## src/hdl/pdec_pkg.sv

```systemverilog
// Shared types, constants and hex helpers for the percent decoder.
// Used by every module in hdl/; depends on nothing else.
package pdec_pkg;

   localparam logic [7:0] PCT_CHAR = 8'h25;
   localparam int unsigned MAX_OUT = 3;

   // Escape phase, one-hot.
   typedef enum logic [2:0] {
      PH_IDLE = 3'b001,
      PH_PCT  = 3'b010,
      PH_DIG  = 3'b100
   } pdec_phase_type;

   // All result bytes caused by one accepted item.
   typedef struct packed {
      logic [MAX_OUT-1:0][7:0] data;
      logic [1:0]              count;
      logic                    eot;
   } pdec_bundle_type;

   // One queue slot as seen by the writer or the reader.
   typedef struct packed {
      logic            valid;
      pdec_bundle_type bundle;
   } pdec_slot_type;

   function automatic logic is_hex(input logic [7:0] c);
      logic dig;
      logic upper;
      logic lower;
      dig   = (c >= 8'h30) && (c <= 8'h39);
      upper = (c >= 8'h41) && (c <= 8'h46);
      lower = (c >= 8'h61) && (c <= 8'h66);
      return dig || upper || lower;
   endfunction

   // Valid only for hex digits: letters have low nibble 1..6 -> 10..15.
   function automatic logic [3:0] hex_val(input logic [7:0] c);
      logic [3:0] v;
      if (c[6]) begin
         v = c[3:0] + 4'd9;
      end else begin
         v = c[3:0];
      end
      return v;
   endfunction

endpackage

```

## src/hdl/pdec_front.sv

```systemverilog
// Front end of the percent decoder: holds the escape phase and held digit,
// classifies each accepted byte and writes any result bundle to the queue.
// Depends on pdec_pkg.
module pdec_front (
   input  logic                   clock,
   input  logic                   reset,
   input  logic                   accept,
   input  logic [7:0]             in_byte,
   input  logic                   end_of_text,
   output pdec_pkg::pdec_slot_type wr
);
   import pdec_pkg::*;

   pdec_phase_type  phase_ff, phase_in;
   logic [7:0]      held_ff, held_in;
   pdec_bundle_type bun;
   logic [1:0]      n;
   logic            rescan;

   always_comb begin
      phase_in = phase_ff;
      held_in  = held_ff;
      bun      = '0;
      n        = '0;
      rescan   = 1'b0;

      unique case (phase_ff)
         PH_PCT: begin
            if (is_hex(in_byte)) begin
               phase_in = PH_DIG;
               held_in  = in_byte;
            end else begin
               bun.data[n] = PCT_CHAR;
               n           = n + 2'd1;
               rescan      = 1'b1;
            end
         end
         PH_DIG: begin
            if (is_hex(in_byte)) begin
               bun.data[n] = {hex_val(held_ff), hex_val(in_byte)};
               n           = n + 2'd1;
               phase_in    = PH_IDLE;
               held_in     = '0;
            end else begin
               bun.data[n] = PCT_CHAR;
               n           = n + 2'd1;
               bun.data[n] = held_ff;
               n           = n + 2'd1;
               held_in     = '0;
               rescan      = 1'b1;
            end
         end
         default: begin
            rescan = 1'b1;
         end
      endcase

      // Scan the byte afresh: it may open a new escape.
      if (rescan) begin
         if (in_byte == PCT_CHAR) begin
            phase_in = PH_PCT;
            held_in  = '0;
         end else begin
            bun.data[n] = in_byte;
            n           = n + 2'd1;
            phase_in    = PH_IDLE;
         end
      end

      // Flush a pending escape at end of text.
      if (end_of_text) begin
         if (phase_in == PH_PCT) begin
            bun.data[n] = PCT_CHAR;
            n           = n + 2'd1;
         end else if (phase_in == PH_DIG) begin
            bun.data[n] = PCT_CHAR;
            n           = n + 2'd1;
            bun.data[n] = held_in;
            n           = n + 2'd1;
         end
         phase_in = PH_IDLE;
         held_in  = '0;
      end

      bun.count = n;
      bun.eot   = end_of_text;
   end

   assign wr.valid  = accept && (n != 2'd0);
   assign wr.bundle = bun;

   always_ff @(posedge clock) begin
      if (reset) begin
         phase_ff <= PH_IDLE;
         held_ff  <= '0;
      end else if (accept) begin
         phase_ff <= phase_in;
         held_ff  <= held_in;
      end
   end

   a_eot_has_result: assert property (@(posedge clock) disable iff (reset)
      accept && end_of_text |-> wr.valid)
      else $error("end of text produced no result");

   a_eot_clears: assert property (@(posedge clock) disable iff (reset)
      accept && end_of_text |=> phase_ff == PH_IDLE && held_ff == 8'h00)
      else $error("escape state not cleared after end of text");

endmodule

```

## src/hdl/pdec_fifo.sv

```systemverilog
// Short queue of result bundles between the front and back ends.
// Depends on pdec_pkg.
module pdec_fifo #(
   parameter int unsigned DEPTH = 4
) (
   input  logic                    clock,
   input  logic                    reset,
   input  pdec_pkg::pdec_slot_type wr,
   output logic                    full,
   output pdec_pkg::pdec_slot_type head,
   input  logic                    rd_pop
);
   import pdec_pkg::*;

   localparam int unsigned AW = (DEPTH > 1) ? $clog2(DEPTH) : 1;
   localparam int unsigned CW = $clog2(DEPTH + 1);
   localparam logic [AW-1:0] LAST_PTR = AW'(DEPTH - 1);
   localparam logic [CW-1:0] DEPTH_CNT = CW'(DEPTH);

   pdec_bundle_type mem_ff [DEPTH];
   logic [AW-1:0]   wr_ptr_ff, wr_ptr_in;
   logic [AW-1:0]   rd_ptr_ff, rd_ptr_in;
   logic [CW-1:0]   cnt_ff, cnt_in;
   logic            do_wr;
   logic            do_rd;

   assign full        = (cnt_ff == DEPTH_CNT);
   assign head.valid  = (cnt_ff != '0);
   assign head.bundle = mem_ff[rd_ptr_ff];

   assign do_wr = wr.valid && !full;
   assign do_rd = rd_pop && head.valid;

   always_comb begin
      wr_ptr_in = wr_ptr_ff;
      rd_ptr_in = rd_ptr_ff;
      cnt_in    = cnt_ff;
      if (do_wr) begin
         wr_ptr_in = (wr_ptr_ff == LAST_PTR) ? '0 : wr_ptr_ff + AW'(1);
      end
      if (do_rd) begin
         rd_ptr_in = (rd_ptr_ff == LAST_PTR) ? '0 : rd_ptr_ff + AW'(1);
      end
      if (do_wr && !do_rd) begin
         cnt_in = cnt_ff + CW'(1);
      end else if (!do_wr && do_rd) begin
         cnt_in = cnt_ff - CW'(1);
      end
   end

   always_ff @(posedge clock) begin
      if (do_wr) begin
         mem_ff[wr_ptr_ff] <= wr.bundle;
      end
   end

   always_ff @(posedge clock) begin
      if (reset) begin
         wr_ptr_ff <= '0;
         rd_ptr_ff <= '0;
         cnt_ff    <= '0;
      end else begin
         wr_ptr_ff <= wr_ptr_in;
         rd_ptr_ff <= rd_ptr_in;
         cnt_ff    <= cnt_in;
      end
   end

   a_no_write_when_full: assert property (@(posedge clock) disable iff (reset)
      !(wr.valid && full))
      else $error("bundle written into full queue");

endmodule

```

## src/hdl/pdec_back.sv

```systemverilog
// Back end of the percent decoder: unpacks the head bundle one byte per
// transfer into the result register. Depends on pdec_pkg.
module pdec_back (
   input  logic                    clock,
   input  logic                    reset,
   input  pdec_pkg::pdec_slot_type head,
   output logic                    rd_pop,
   output logic                    rsp_empty,
   input  logic                    rsp_pop,
   output logic [7:0]              rsp_out_byte,
   output logic                    rsp_run_end,
   output logic                    rsp_text_end
);
   import pdec_pkg::*;

   logic       out_valid_ff, out_valid_in;
   logic [1:0] idx_ff, idx_in;
   logic [7:0] byte_ff;
   logic       run_ff;
   logic       text_ff;
   logic       pop_acc;
   logic       load;
   logic       last;

   assign pop_acc = rsp_pop && out_valid_ff;
   assign load    = head.valid && (!out_valid_ff || pop_acc);
   assign last    = (idx_ff == head.bundle.count - 2'd1);
   assign rd_pop  = load && last;

   always_comb begin
      out_valid_in = out_valid_ff;
      idx_in       = idx_ff;
      if (load) begin
         out_valid_in = 1'b1;
         idx_in       = last ? 2'd0 : idx_ff + 2'd1;
      end else if (pop_acc) begin
         out_valid_in = 1'b0;
      end
   end

   always_ff @(posedge clock) begin
      if (reset) begin
         out_valid_ff <= 1'b0;
         idx_ff       <= '0;
      end else begin
         out_valid_ff <= out_valid_in;
         idx_ff       <= idx_in;
      end
   end

   always_ff @(posedge clock) begin
      if (load) begin
         byte_ff <= head.bundle.data[idx_ff];
         run_ff  <= last;
         text_ff <= last && head.bundle.eot;
      end
   end

   assign rsp_empty    = !out_valid_ff;
   assign rsp_out_byte = byte_ff;
   assign rsp_run_end  = run_ff;
   assign rsp_text_end = text_ff;

   a_idx_in_bundle: assert property (@(posedge clock) disable iff (reset)
      head.valid |-> idx_ff < head.bundle.count)
      else $error("byte index beyond bundle");

   a_idle_idx_zero: assert property (@(posedge clock) disable iff (reset)
      !head.valid |-> idx_ff == 2'd0)
      else $error("byte index left over with no bundle");

   a_text_end_is_run_end: assert property (@(posedge clock) disable iff (reset)
      out_valid_ff && text_ff |-> run_ff)
      else $error("text end without run end");

endmodule

```

## src/hdl/percent_decoder.sv

```systemverilog
// Percent decoder for URL-encoded text: top level.
// Instantiates pdec_front, pdec_fifo and pdec_back; depends on pdec_pkg.
//
// Input channel: one raw byte per transfer on req_in_byte, with
// req_end_of_text high on the last byte of a text. A byte is taken at a
// rising edge with req_push high and req_full low.
// Result channel: decoded bytes, oldest first, are on rsp_out_byte while
// rsp_empty is low and leave at an edge with rsp_pop high. rsp_run_end
// marks the last byte caused by one input byte, rsp_text_end the last byte
// of a text. One input byte causes zero to three result bytes.
// A byte's first result goes via a queue slot, then the result register.
// Throughput: one input byte per cycle while req_full is low, one result
// byte per cycle while rsp_pop is held high; the result side sets the
// sustained rate when bytes expand.
// A QUEUE_DEPTH-entry bundle queue parts the front end from the result
// register, so a stalled receiver backs up into req_full only once the
// queue fills; nothing is dropped.
// Reset (synchronous) clears the escape phase, empties the queue and the
// result register.
module percent_decoder #(
   parameter int unsigned QUEUE_DEPTH = 4
) (
   input  logic       clock,
   input  logic       reset,
   input  logic       req_push,
   output logic       req_full,
   input  logic [7:0] req_in_byte,
   input  logic       req_end_of_text,
   output logic       rsp_empty,
   input  logic       rsp_pop,
   output logic [7:0] rsp_out_byte,
   output logic       rsp_run_end,
   output logic       rsp_text_end
);
   import pdec_pkg::*;

   pdec_slot_type wr;
   pdec_slot_type head;
   logic          accept;
   logic          rd_pop;

   assign accept = req_push && !req_full;

   pdec_front u_front (
      .clock       (clock),
      .reset       (reset),
      .accept      (accept),
      .in_byte     (req_in_byte),
      .end_of_text (req_end_of_text),
      .wr          (wr)
   );

   pdec_fifo #(
      .DEPTH (QUEUE_DEPTH)
   ) u_fifo (
      .clock  (clock),
      .reset  (reset),
      .wr     (wr),
      .full   (req_full),
      .head   (head),
      .rd_pop (rd_pop)
   );

   pdec_back u_back (
      .clock        (clock),
      .reset        (reset),
      .head         (head),
      .rd_pop       (rd_pop),
      .rsp_empty    (rsp_empty),
      .rsp_pop      (rsp_pop),
      .rsp_out_byte (rsp_out_byte),
      .rsp_run_end  (rsp_run_end),
      .rsp_text_end (rsp_text_end)
   );

endmodule
```

## config.mk

```make
export PLATFORM = sky130hd
export DESIGN_NAME = percent_decoder
export DESIGN_NICKNAME = d
export VERILOG_FILES = /design/src/hdl/pdec_pkg.sv /design/src/hdl/pdec_front.sv /design/src/hdl/pdec_fifo.sv /design/src/hdl/pdec_back.sv /design/src/hdl/percent_decoder.sv
export SDC_FILE = /design/constraint.sdc
export NUM_CORES = 1
export LEC_CHECK = 0
export ABC_AREA = 0
export BUFFER_PORTS_ARGS = -buffer_cell sky130_fd_sc_hd__buf_2
export CAP_MARGIN = 20
export CORE_MARGIN = 2
export CORE_UTILIZATION = 30
export DETAILED_ROUTE_END_ITERATION = 8
export PLACE_DENSITY = 0.51
export SLEW_MARGIN = 20
export SYNTH_ARGS = -nofsm -noshare
export SYNTH_HDL_FRONTEND = slang
export SYNTH_SLANG_ARGS = --single-unit
```

## constraint.sdc

```tcl
create_clock -name clock -period 6.8 [get_ports clock]
set_clock_uncertainty 0.1 [all_clocks]
set_input_delay 0.68 -clock clock [delete_from_list [all_inputs] [get_ports clock]]
set_output_delay 0.68 -clock clock [all_outputs]
set_load 0.02 [all_outputs]
```

* Word-level counts from Yosys, hierarchy flattened
Memory sizes are Yosys's and may differ from the RTL's. A register that Yosys moved wholly into a read port is not among the register bits. Index checks and enable logic that the tools add are counted.
Storage, ports and cells: memories 1, register bits 31, bits in writable memories 108, word-level logic and storage cells 129, bits in read-only memories 0, output and inout bits 12, bits in latches 0
Cells by class: magnitude comparators 13, muxes and demuxes 54, $add $sub $neg 11, shift operators 0, $mul 0, div/mod/pow operators 0, reduce and logical (&&, ||, !) cells 28, bitwise gates (word level) 3, eq/ne operators 9
Memory list:
- u_fifo.mem_ff | depth 4, width 27, read ports 1, clocked after Yosys merged registers in 1, write ports 1, RTL line pdec_fifo.sv:20 | pdec_bundle_type mem_ff [DEPTH];
Operator list (count):
- 24-bit 2-to-1 mux | 5
- 8-bit 2-to-1 mux | 11
- 24-bit bitwise mux | 2
- 8-bit demux with 2-bit select | 3
- 8-bit one-hot mux with 2 select lines | 2
- 2-bit 2-to-1 mux | 12
- 3-bit 2-to-1 mux | 6
- 8-bit binary-select mux with 2-bit select | 1
- 8-bit by 7-bit greater-or-equal comparator with 1-bit output (second input constant) | 2
- 8-bit by 7-bit less-or-equal comparator with 1-bit output (second input constant) | 2
- 1-bit logical AND | 16
- 15-bit AND | 1
- 15-bit NOT | 1
- 2-bit by 1-bit adder with 2-bit output (second input constant) | 6
- 2-bit by 3-bit less-than comparator with 1-bit output (second input constant) | 4
- 3-bit == test (second input constant) | 3
- 9-bit bitwise OR | 1
- 4-bit adder (second input constant) | 2
- 8-bit by 6-bit == test with 1-bit output (second input constant) | 1
- 8-bit by 6-bit greater-or-equal comparator with 1-bit output (second input constant) | 1
- 8-bit by 6-bit less-or-equal comparator with 1-bit output (second input constant) | 1
- 4-bit 2-to-1 mux | 2
- 1-bit 2-to-1 mux | 7
- 3-bit by 2-bit == test with 1-bit output (second input constant) | 2
- 14 further kinds | 24

* Depth between registers and ports, before layout
Gate-level depths: netlist (run 1).
depth after elaboration 21, mapped depth 26, depth with buffers taken out 26

* Cells and area by module
Synthesis (run 1) repeated with hierarchy kept, for this count alone.
Second synthesis, totals: cells, all modules 487, area total of the unflattened synthesis 6812.8 um2
By module, submodules not included:
- pdec_fifo | cells an instance 191, area an instance 4400.5 um2, instances 1
- pdec_front | cells an instance 232, area an instance 1727.9 um2, instances 1
- pdec_back | cells an instance 63, area an instance 670.6 um2, instances 1
- percent_decoder | cells an instance 1, area an instance 13.8 um2, instances 1

* Worst setup path after synthesis (run 1)
OpenSTA, ideal clock, no wires.
path type input -> register, start point input req_in_byte[1], end point register u_fifo.cnt_ff[2], path buffers 0, arrival time 5110 ps, required time 6629 ps, path slack 1519 ps, cell stages on the path 26, cell sequence inv_1 > ha_1 > nor2_1 > a2111oi_4 > o21ai_2 > a21oi_1 > a31oi_1 > ha_1 > nand2_1 > a21oi_1 > o21ai_1 > o311ai_4 > inv_1 > ha_1 > o21ai_0 > nor2_2 > a22oi_1 > o2bb2ai_1 > nor3_2 > nor3_4 > ha_1 > inv_1 > fa_1 > xor2_1 > or3_1 > a21oi_1
On the way: word-level cells in the longest chain between the ends 20
Ends and longest elaborated chain:
- from (decl) | RTL line percent_decoder.sv:27 | input logic [7:0] req_in_byte,
- 8-bit by 6-bit greater-or-equal comparator with 1-bit output (tied with other cells) | RTL line pdec_pkg.sv:32 | dig = (c >= 8'h30) && (c <= 8'h39);
- 1-bit logical AND (on tied branches) | RTL line pdec_pkg.sv:32, pdec_pkg.sv:33
- 1-bit logical OR (2 in series) | RTL line pdec_pkg.sv:35 | return dig || upper || lower;
- 2-bit 2-to-1 mux or 1-bit 2-to-1 mux (tied branches) | RTL line pdec_front.sv:39, pdec_front.sv:29
- 2-bit one-hot mux with 2 select lines | RTL line pdec_front.sv:27 | unique case (phase_ff)
- 2-bit by 1-bit adder with 2-bit output | RTL line pdec_front.sv:65 | n = n + 2'd1;
- 2-bit 2-to-1 mux | RTL line pdec_front.sv:60 | if (in_byte == PCT_CHAR) begin
- 2-bit 2-to-1 mux | RTL line pdec_front.sv:59 | if (rescan) begin
- [4 not listed]
- 2-bit 2-to-1 mux (*) | RTL line pdec_front.sv:71 | if (end_of_text) begin
- 2-bit nonzero test (*) | RTL line pdec_front.sv:89 | assign wr.valid = accept && (n != 2'd0);
- 1-bit logical AND (*) | RTL line pdec_front.sv:89
- 1-bit logical AND (*) | RTL line pdec_fifo.sv:31 | assign do_wr = wr.valid && !full;
- named net u_fifo.do_wr | RTL line pdec_fifo.sv:24 | logic do_wr;
- 1-bit zero test | RTL line pdec_fifo.sv:46 | end else if (!do_wr && do_rd) begin
- 1-bit logical AND | RTL line pdec_fifo.sv:46
- 2-bit nonzero test (no line)
- to (signal assigned) | RTL line pdec_fifo.sv:65 | cnt_ff <= cnt_in;
- to (decl) | RTL line pdec_fifo.sv:23 | logic [CW-1:0] cnt_ff, cnt_in;
Mark *: on every way through the listed nets, which the timed path passes. The rest lies on a longest branch. A chain may end at the register's enable or synchronous reset.

* Final worst setup path (run 1)
Ends and elaborated chain as after synthesis.

==> flow_metrics.tcl, run 1 <==
set metrics [dict create \
    yosysSeqAreaShare_pct 60.9 \
    vias 3892 \
    antenna_found_initial 0 \
    cts_setup_buffers 0 \
    cp_num_buf_inv 4 \
    drt-vias-per-instance 5.01 \
    drive_gt1_share_pct 23.5 \
    wl_per_cell_um 18.9 \
    path_max_fanout 9 \
    ys_seq_elements 141 \
    overflow 0 \
    yosys.area.top_type "edfxtp_1" \
    irDropWorstVdd_mv 0.135 \
    rows 54 \
    synth_edf_count 118 \
    hold_class "reg2reg" \
    clk_latency_ns 0.43 \
    synth_commonest_cells "118 x edfxtp_1, 29 x inv_1, 27 x mux4_2" \
    period_minus_slack_ns 5.73 \
    cts_tree "done" \
    ant_nets 0 \
    worstPathRequired_ns 7.06 \
    syn-num-nets 485 \
    initial_core_util_pct 30.3 \
    seqCellArea_um2 4010 \
    area_delta_synth_final_pct 15.8 \
    slowest_stage "a21oi_1" \
    yosysWarningCount 0 \
    multi_input_area_um2 2360 \
    drv_cap 0 \
    p_leak_nw 2.69 \
    worstMarginPinSlew_ns 0.783 \
    reg2reg_slack_ns 1.60 \
    ys_async_sr_fraction_pct 0 \
    drtIter0Drc 266 \
    max_freq_mhz 174 \
    track_usage_pct 13.0 \
    total_power_w 0.00264 \
    routed_wl_um 14700 \
    setup_viol 0 \
    chipHeight_um 152 \
    max-slew-margin-rel_pct 47.8 \
    io_pins 25 \
    post-synth-top-count-cell "edfxtp_1" \
    yosysUniqueCellTypes 66 \
    grt_pass1_wl_um 22800 \
    cts_buffers 17 \
    ctsResizeCount 0 \
    crit_type "in2reg" \
    hpwl_um 9720 \
    post_synth_instance_area_um2 6570 \
    cts_buffer_depth 2 \
    grt_pass1_vias 3935 \
    grt_max_degree 28 \
    synth-main-ff-cell "edfxtp_1" \
    cts_hold_buffers 0 \
    maxSlewViolCount 0 \
    clkTransAtPathRegs_ns 0.06 \
    core_um2 21700 \
    dieArea_um2 23100 \
    io_buffers 24 \
    outcome "completed" \
    worst_setup_path_start_kind "primary input" \
    dr.pass1.iters 4 \
    cts-root-buf "clkbuf_16" \
    cp.arrival_ns 5.99 \
    final_nets 517 \
    drc 0 \
    fill_cells 2081 \
    rsz0062_at_grt "false" \
    critPathMaxStageDelay_ns 0.41 \
    path_delay_family "compound AO/OA/AOI/OAI gates" \
    die_w_um 152 \
    crit_top_cell "ha_1" \
    synth_top_area_share_pct 53.9 \
    gp_congestion 0.847 \
    period_share_pct 84.3 \
    synthTopCellsByArea "edfxtp_1 54%, mux4_2 9.3%, dfxtp_1 7.0%" \
    synth_cells 452 \
    clkSinkCount 141 \
    diodes 0 \
    h-tree-depth 4 \
    tns_ns 0 \
    syn_avg_cell_area_um2 14.5 \
    end_kind "flip-flop" \
    hold_viol 0 \
    p_per_area_nw_per_um2 348 \
]
-- layer usage --
metal  track usage [%]  vias to the layer above  wire [µm]  part of all wire (%)
li1                  -                     1811          -                     -
met1              16.5                     1987       6720                    46
met2              21.9                       78       7320                    50
met3              2.91                       16        449                   3.1
met4              4.85                        0        214                   1.5
met5                 0                        -          0                     0
-- path summary, 6_finish.rpt --
check                           depth (start not counted)                start                   to
worst min-delay path                                    2  u_back.out_valid_ff  u_back.out_valid_ff
worst max register to register                         23  u_front.phase_ff[1]     u_fifo.cnt_ff[2]
worst max-delay path                                   27       req_in_byte[1]     u_fifo.cnt_ff[2]
worst min register to register                          2  u_back.out_valid_ff  u_back.out_valid_ff
-- cell families (layout without fill, tap and decap cells) --
family	Yosys count	count (layout)	synth area share, %
AOI/OAI and AO/OA	101	101	11.5
xor gates and xnor gates	10	10	1.33
adders and majority gates	20	20	3.92
buffers and inverters	46	91	3.12
DFF	141	141	60.9
muxes	40	40	11.3
and+or+nand+nor	94	94	7.92
-- registers in the layout, summed over array words and instances (netlist names), 2 cells and up, named ones only --
name and cells:
u_back.rsp_out_byte 8, u_back.idx_ff 2, u_front.phase_ff 3, u_fifo.mem_ff 108, u_fifo.cnt_ff 3, u_fifo.wr_ptr_ff 2, u_front.held_ff 8, u_fifo.rd_ptr_ff 2
-- where the power goes --
group          total (W)  internal [W]  switching [W]
logic           0.000528      0.000237       0.000290
registers        0.00116       0.00107      0.0000848
clock network   0.000958      0.000583       0.000374
total            0.00264       0.00190       0.000749
-- through the flow --
step | instance area, µm² | util (%) | cells | hold slack, ns | setup WS (ns)
after detailed placement | 6990 | 32.2 | 745 | 0.349 | 0.652
after CTS | 7610 | 35.1 | 777 | 0.367 | 1.07
after floorplan | 6570 | - | 452 | 0.331 | 1.52
final | 7610 | 35.1 | 777 | 0.368 | 1.07
after global placement | 6990 | 32.2 | 745 | 0.345 | 0.806
after global routing | 7610 | 35.1 | 777 | 0.394 | 0.561
-- worst reg2reg max path, cell delays in order, from the launching register on --
cell	delay (ns)
dfxtp_1	0.37
nor2_1	0.20
nand2_1	0.27
a21oi_1	0.46
a31oi_1	0.15
ha_1	0.38
nand2_1	0.08
a21oi_1	0.04
o21ai_1	0.23
o311ai_4	0.17
inv_1	0.14
ha_1	0.21
o21ai_0	0.13
nor2_2	0.14
a22oi_1	0.08
o2bb2ai_1	0.26
nor3_2	0.10
nor3_4	0.34
ha_1	0.25
inv_1	0.06
fa_1	0.37
xor2_1	0.17
or3_1	0.30
a21oi_1	0.14
-- cell usage in the layout (no fill, tap or decap), drive strengths merged, types with 10 or more instances in the layout --
master / n
buf: 30
dfxtp: 23
ha: 19
o22ai: 10
nor2: 25
a22o: 10
clkbuf: 17
a21oi: 27
o21ai: 19
mux4: 27
edfxtp: 118
nand2: 26
mux2i: 12
inv: 35
-- layout make-up --
class / count / area share [%]
Clock buffer: 17 / 5.59
Multi-Input combinational cell: 265 / 31.1
Clock inverter: 15 / 2.45
Tap cell: 280 / 4.60
Sequential cell: 141 / 52.7
Timing Repair Buffer: 30 / 2.17
Inverter: 29 / 1.43
Note: power is estimated with default switching activity, not from simulation.
==> run 2: changes to the inputs <==
==> constraint.sdc (replaced) <==
create_clock -name clock -period 5.3 [get_ports clock]
set_clock_uncertainty 0.1 [all_clocks]
set_input_delay 0.53 -clock clock [delete_from_list [all_inputs] [get_ports clock]]
set_output_delay 0.53 -clock clock [all_outputs]
set_load 0.02 [all_outputs]
==> flow_metrics.tcl, run 2 (synthesis results as in run 1) <==
set metrics [dict create \
    outcome "completed" \
    rsz0062_at_grt "false" \
    max-slew-margin-rel_pct 53.4 \
    post-place-cells 759 \
    path_max_fanout 9 \
    hold_viol 0 \
    p_per_area_nw_per_um2 422 \
    largest_reg_flops 108 \
    io_buffers 24 \
    hpwl_um 10100 \
    max_freq_mhz 202 \
    dpl_cell_area_um2 7150 \
    final_nets 532 \
    worst_setup_path_start_kind "primary input" \
    clkSinkCount 141 \
    grt_pass1_wl_um 23100 \
    dr.pass1.iters 5 \
    dieArea_um2 23100 \
    hold-worst-slack_ns 0.285 \
    swShare_pct 28.1 \
    worstMarginPinSlew_ns 0.699 \
    crit_top_cell "ha_1" \
    final_cells 792 \
    drc 0 \
    ant_nets 0 \
    drive_gt1_share_pct 25.6 \
    cts_buffers 17 \
    cts_tree "done" \
    crit_type "in2reg" \
    wl_per_cell_um 18.6 \
    cts_buffer_depth 2 \
    period_share_pct 93.5 \
    p_int_w 0.00234 \
    cp.arrival_ns 5.20 \
    grt_pass1_vias 4048 \
    h-tree-depth 4 \
    die_w_um 152 \
    cts_hold_buffers 0 \
    drv_cap 0 \
    irDropWorstVdd_mv 0.180 \
    diodes 0 \
    cp_num_buf_inv 4 \
    vias 3935 \
    area_delta_synth_final_pct 17.3 \
    overflow 0 \
    hold_class "in2reg" \
    maxSlewViolCount 0 \
    cts-root-buf "clkbuf_16" \
    io_pins 25 \
    worstPathRequired_ns 5.54 \
    track_usage_pct 13.1 \
    fin_util_pct 35.6 \
    regMostFlops "u_fifo.mem_ff" \
    clkTransAtPathRegs_ns 0.06 \
    chipHeight_um 152 \
    grt_max_degree 28 \
    core_um2 21700 \
    path_delay_family "simple AND/OR/NAND/NOR gates" \
    layout_common_cells "118 x edfxtp_1, 29 x inv_1, 27 x mux4_2" \
    slowest_stage "or3_1" \
    combPwrFrac_pct 22.9 \
    end_kind "flip-flop" \
    initial_core_util_pct 30.3 \
    p_leak_nw 2.74 \
    p_clk_share_pct 32.7 \
    clk_latency_ns 0.42 \
    drt-vias-per-instance 4.97 \
    finish.instance_area_um2 7710 \
    antenna_found_initial 0 \
    final_common_cell "edfxtp_1" \
    sequentialPowerShare_pct 44.4 \
    drtIter0Drc 291 \
    routed_wl_um 14700 \
    p_switching_w 0.000916 \
    setup_viol 0 \
    gp_congestion 0.901 \
    critPathMaxStageDelay_ns 0.38 \
    rows 54 \
    period_minus_slack_ns 4.96 \
]
run 2: cell types whose count changed in the layout (fill, tap and decap cells not counted), moves of 2 or more:
cell,before,now
buf_12,0,4
buf_4,6,17
bufinv_16,3,1
clkbuf_1,0,3
clkinv_2,2,5
inv_6,5,0
run 2: cell type report:
type,count,area (µm²)
sequential,141,4010
timing repair buffer,45,328
fill,2039,14000
clock buffer,20,437
clock inverter,12,98.8
inverter,29,109
tap,280,350
multi-input combinational,265,2380
run 2: worst paths after layout:
| path | start | to | slack (ns) | cells past startpoint |
|---|---|---|---|---|
| max | req_in_byte[0] | u_fifo.cnt_ff[2] | 0.34 | 26 |
| min | rsp_pop | u_back.out_valid_ff | 0.29 | 4 |
| max reg2reg | u_front.phase_ff[0] | u_fifo.cnt_ff[2] | 0.56 | 22 |
| min reg2reg | u_front.held_ff[7] | u_front.held_ff[7] | 0.37 | 1 |
run 2: what timing repair did:
item,4_1_cts,5_1_grt
setup endpoints to repair,0,1
resized for setup,0,4
buffers inserted,0,1
run 2: layer usage:
layer / part of all wire (%) / vias up / track usage [%] / wire [µm]
met1: 45 / 1962 / 17.0 / 6640
met5: 0 / - / 0 / 0
met2: 49 / 117 / 21.7 / 7260
met4: 1.5 / 0 / 4.94 / 223
li1: - / 1840 / - / -
met3: 4.2 / 16 / 2.65 / 614
run 2: stage by stage:
step	TNS (ns)	setup slack [ns]	power [W]
final	0	0.342	0.00325
after global routing	0	0.0104	0.00342
after CTS	0	0.271	0.00331
after detailed placement	-0.127	-0.127	0.00224
after global placement	0	0.127	0.00222
after floorplan	0	0.169	0.00200
run 2: worst min-delay path: stages:
cell     delay, ns
buf_2         0.07
inv_1         0.04
nand2_1       0.06
a21oi_1       0.05
run 2: power groups by stage:
stage                     Combinational (W)  Sequential, W  Clock [W]
after detailed placement           0.000763        0.00147          0
after global routing               0.000816        0.00147    0.00114
after floorplan                    0.000510        0.00149          0
final                              0.000747        0.00144    0.00106
after CTS                          0.000766        0.00145    0.00109
after global placement             0.000755        0.00147          0
==> run 3: changes to the inputs <==
--- a/config.mk
+++ b/config.mk
@@ -9,9 +9,9 @@
 export BUFFER_PORTS_ARGS = -buffer_cell sky130_fd_sc_hd__buf_2
 export CAP_MARGIN = 20
 export CORE_MARGIN = 2
-export CORE_UTILIZATION = 30
+export CORE_UTILIZATION = 25
 export DETAILED_ROUTE_END_ITERATION = 8
-export PLACE_DENSITY = 0.51
+export PLACE_DENSITY = 0.45
 export SLEW_MARGIN = 20
 export SYNTH_ARGS = -nofsm -noshare
 export SYNTH_HDL_FRONTEND = slang
==> flow_metrics.tcl, run 3 (synthesis results as in run 1) <==
set metrics [dict create \
    crit_top_cell "ha_1" \
    area_delta_synth_final_pct 18.3 \
    r2r-start "u_front.phase_ff[0]" \
    cts_setup_buffers 0 \
    rows 59 \
    hold_class "in2reg" \
    clkSinkCount 141 \
    max_freq_mhz 202 \
    swShare_pct 29.8 \
    crit-reg2reg-capture "u_fifo.cnt_ff[2]" \
    p_switching_w 0.000980 \
    cp.arrival_ns 5.20 \
    cts_buffers 17 \
    final_nets 533 \
    sequentialPowerShare_pct 43.5 \
    finish.instance_area_um2 7770 \
    path_max_fanout 4 \
    grt_pass1_wl_um 23600 \
    irDropWorstVdd_mv 0.192 \
    h-tree-depth 4 \
    drv_cap 0 \
    core_um2 25900 \
    diodes 0 \
    cts_tree "done" \
    clkTransAtPathRegs_ns 0.06 \
    track_usage_pct 11.3 \
    regMostFlops "u_fifo.mem_ff" \
    rsz0062_at_grt "false" \
    p_leak_nw 2.74 \
    p_per_area_nw_per_um2 422 \
    post-place-cells 816 \
    io_pins 25 \
    ant_nets 0 \
    dr.pass1.iters 5 \
    dpl_cell_area_um2 7230 \
    hold_viol 0 \
    max-slew-margin-rel_pct 52.3 \
    reg2reg_slack_ns 0.59 \
    worstMarginPinSlew_ns 0.707 \
    routed_wl_um 15300 \
    chipHeight_um 166 \
    combPwrFrac_pct 23.7 \
    p_int_w 0.00230 \
    hold_start "rsp_pop" \
    period_share_pct 93.4 \
    p_clk_share_pct 32.8 \
    gp_congestion 0.839 \
    period_minus_slack_ns 4.95 \
    cts_hold_buffers 0 \
    slowest_stage "a2111oi_4" \
    worstPathRequired_ns 5.55 \
    critPathMaxStageDelay_ns 0.41 \
    grt_pass1_vias 4062 \
    wl_per_cell_um 18.0 \
    clk_latency_ns 0.42 \
    overflow 0 \
    vias 4020 \
    grt_max_degree 28 \
    drc 0 \
    outcome "completed" \
    layout_common_cells "118 x edfxtp_1, 29 x inv_1, 27 x mux4_2" \
    crit_type "in2reg" \
    maxSlewViolCount 0 \
    largest_reg_flops 108 \
    drt-vias-per-instance 4.74 \
    drtIter0Drc 330 \
    cts_buffer_depth 2 \
    hpwl_um 10200 \
    setup_viol 0 \
    holdPathEnd "u_back.out_valid_ff" \
    antenna_found_initial 0 \
    cts-root-buf "clkbuf_16" \
    end_kind "flip-flop" \
    io_buffers 24 \
    final_cells 848 \
    drive_gt1_share_pct 25.3 \
    ctsResizeCount 0 \
    worst_setup_path_start_kind "primary input" \
    min_path_cells 4 \
    r2r_cells 22 \
    final_common_cell "edfxtp_1" \
    die_w_um 166 \
    dieArea_um2 27600 \
    initial_core_util_pct 25.4 \
]
[run 3: changes by cell type in the layout (fill, tap and decap cells not counted), sizes merged]
cell	delta
buf	+1
bufinv	-1
clkbuf	-3
clkinv	-2
inv	+6
[run 3: final cells by class]
cell class / count / area (µm²)
Clock buffer: 17 / 425
Clock inverter: 15 / 114
Tap cell: 335 / 419
Fill cell: 2568 / 18100
Inverter: 29 / 109
Timing Repair Buffer: 46 / 335
Multi-Input combinational cell: 265 / 2370
Sequential cell: 141 / 4010
[run 3: how the worst max path moves through the flow]
stage                        start          endpoint  slack [ns]  cells after the start
finish              req_in_byte[1]  u_fifo.cnt_ff[2]        0.35                     27
global route        req_in_byte[1]  u_fifo.cnt_ff[2]        0.02                     27
CTS                 req_in_byte[1]  u_fifo.cnt_ff[2]        0.34                     27
detailed placement  req_in_byte[1]  u_fifo.cnt_ff[2]       -0.07                     27
global placement    req_in_byte[1]  u_fifo.cnt_ff[2]        0.15                     27
floorplan           req_in_byte[1]  u_fifo.cnt_ff[2]        0.17                     26
[run 3: power by group through the flow]
stage / combinational (W) / sequential, W / clock (W)
2_1_floorplan: 0.000510 / 0.00149 / 0
6_report: 0.000777 / 0.00143 / 0.00108
3_3_place_gp: 0.000787 / 0.00145 / 0
3_5_place_dp: 0.000794 / 0.00145 / 0
5_1_grt: 0.000856 / 0.00144 / 0.00115
4_1_cts: 0.000797 / 0.00143 / 0.00111
[run 3: worst max-delay path: cells and delay by family]
kind                       cells  cell delay, ns
AOI/OAI and AO/OA             11            1.81
adders and majority gates      5            1.37
and+or+nand+nor                6            0.91
buffers and inverters          4            0.38
xor gates and xnor gates       1            0.18
[run 3: per-layer routing]
layer  vias to the layer above  GRT usage, %  wire (µm)  part of all wire [%]
met1                      2068          15.5       7510                    49
met5                         -             0          0                     0
met3                         9          2.41        624                   4.1
met4                         0          3.78         82                  0.54
li1                       1842             -          -                     -
met2                       101          17.8       7090                    46
[run 3: through the flow]
stage | hold WS [ns] | setup WS [ns] | setup TNS (ns) | utilization, % | power [W]
after floorplan | 0.331 | 0.169 | 0 | - | 0.00200
after detailed placement | 0.347 | -0.0723 | -0.0723 | 27.9 | 0.00225
after CTS | 0.263 | 0.344 | 0 | 30.0 | 0.00334
after global routing | 0.309 | 0.0213 | 0 | 30.0 | 0.00345
final | 0.281 | 0.349 | 0 | 30.0 | 0.00328
after global placement | 0.345 | 0.152 | 0 | 27.9 | 0.00223
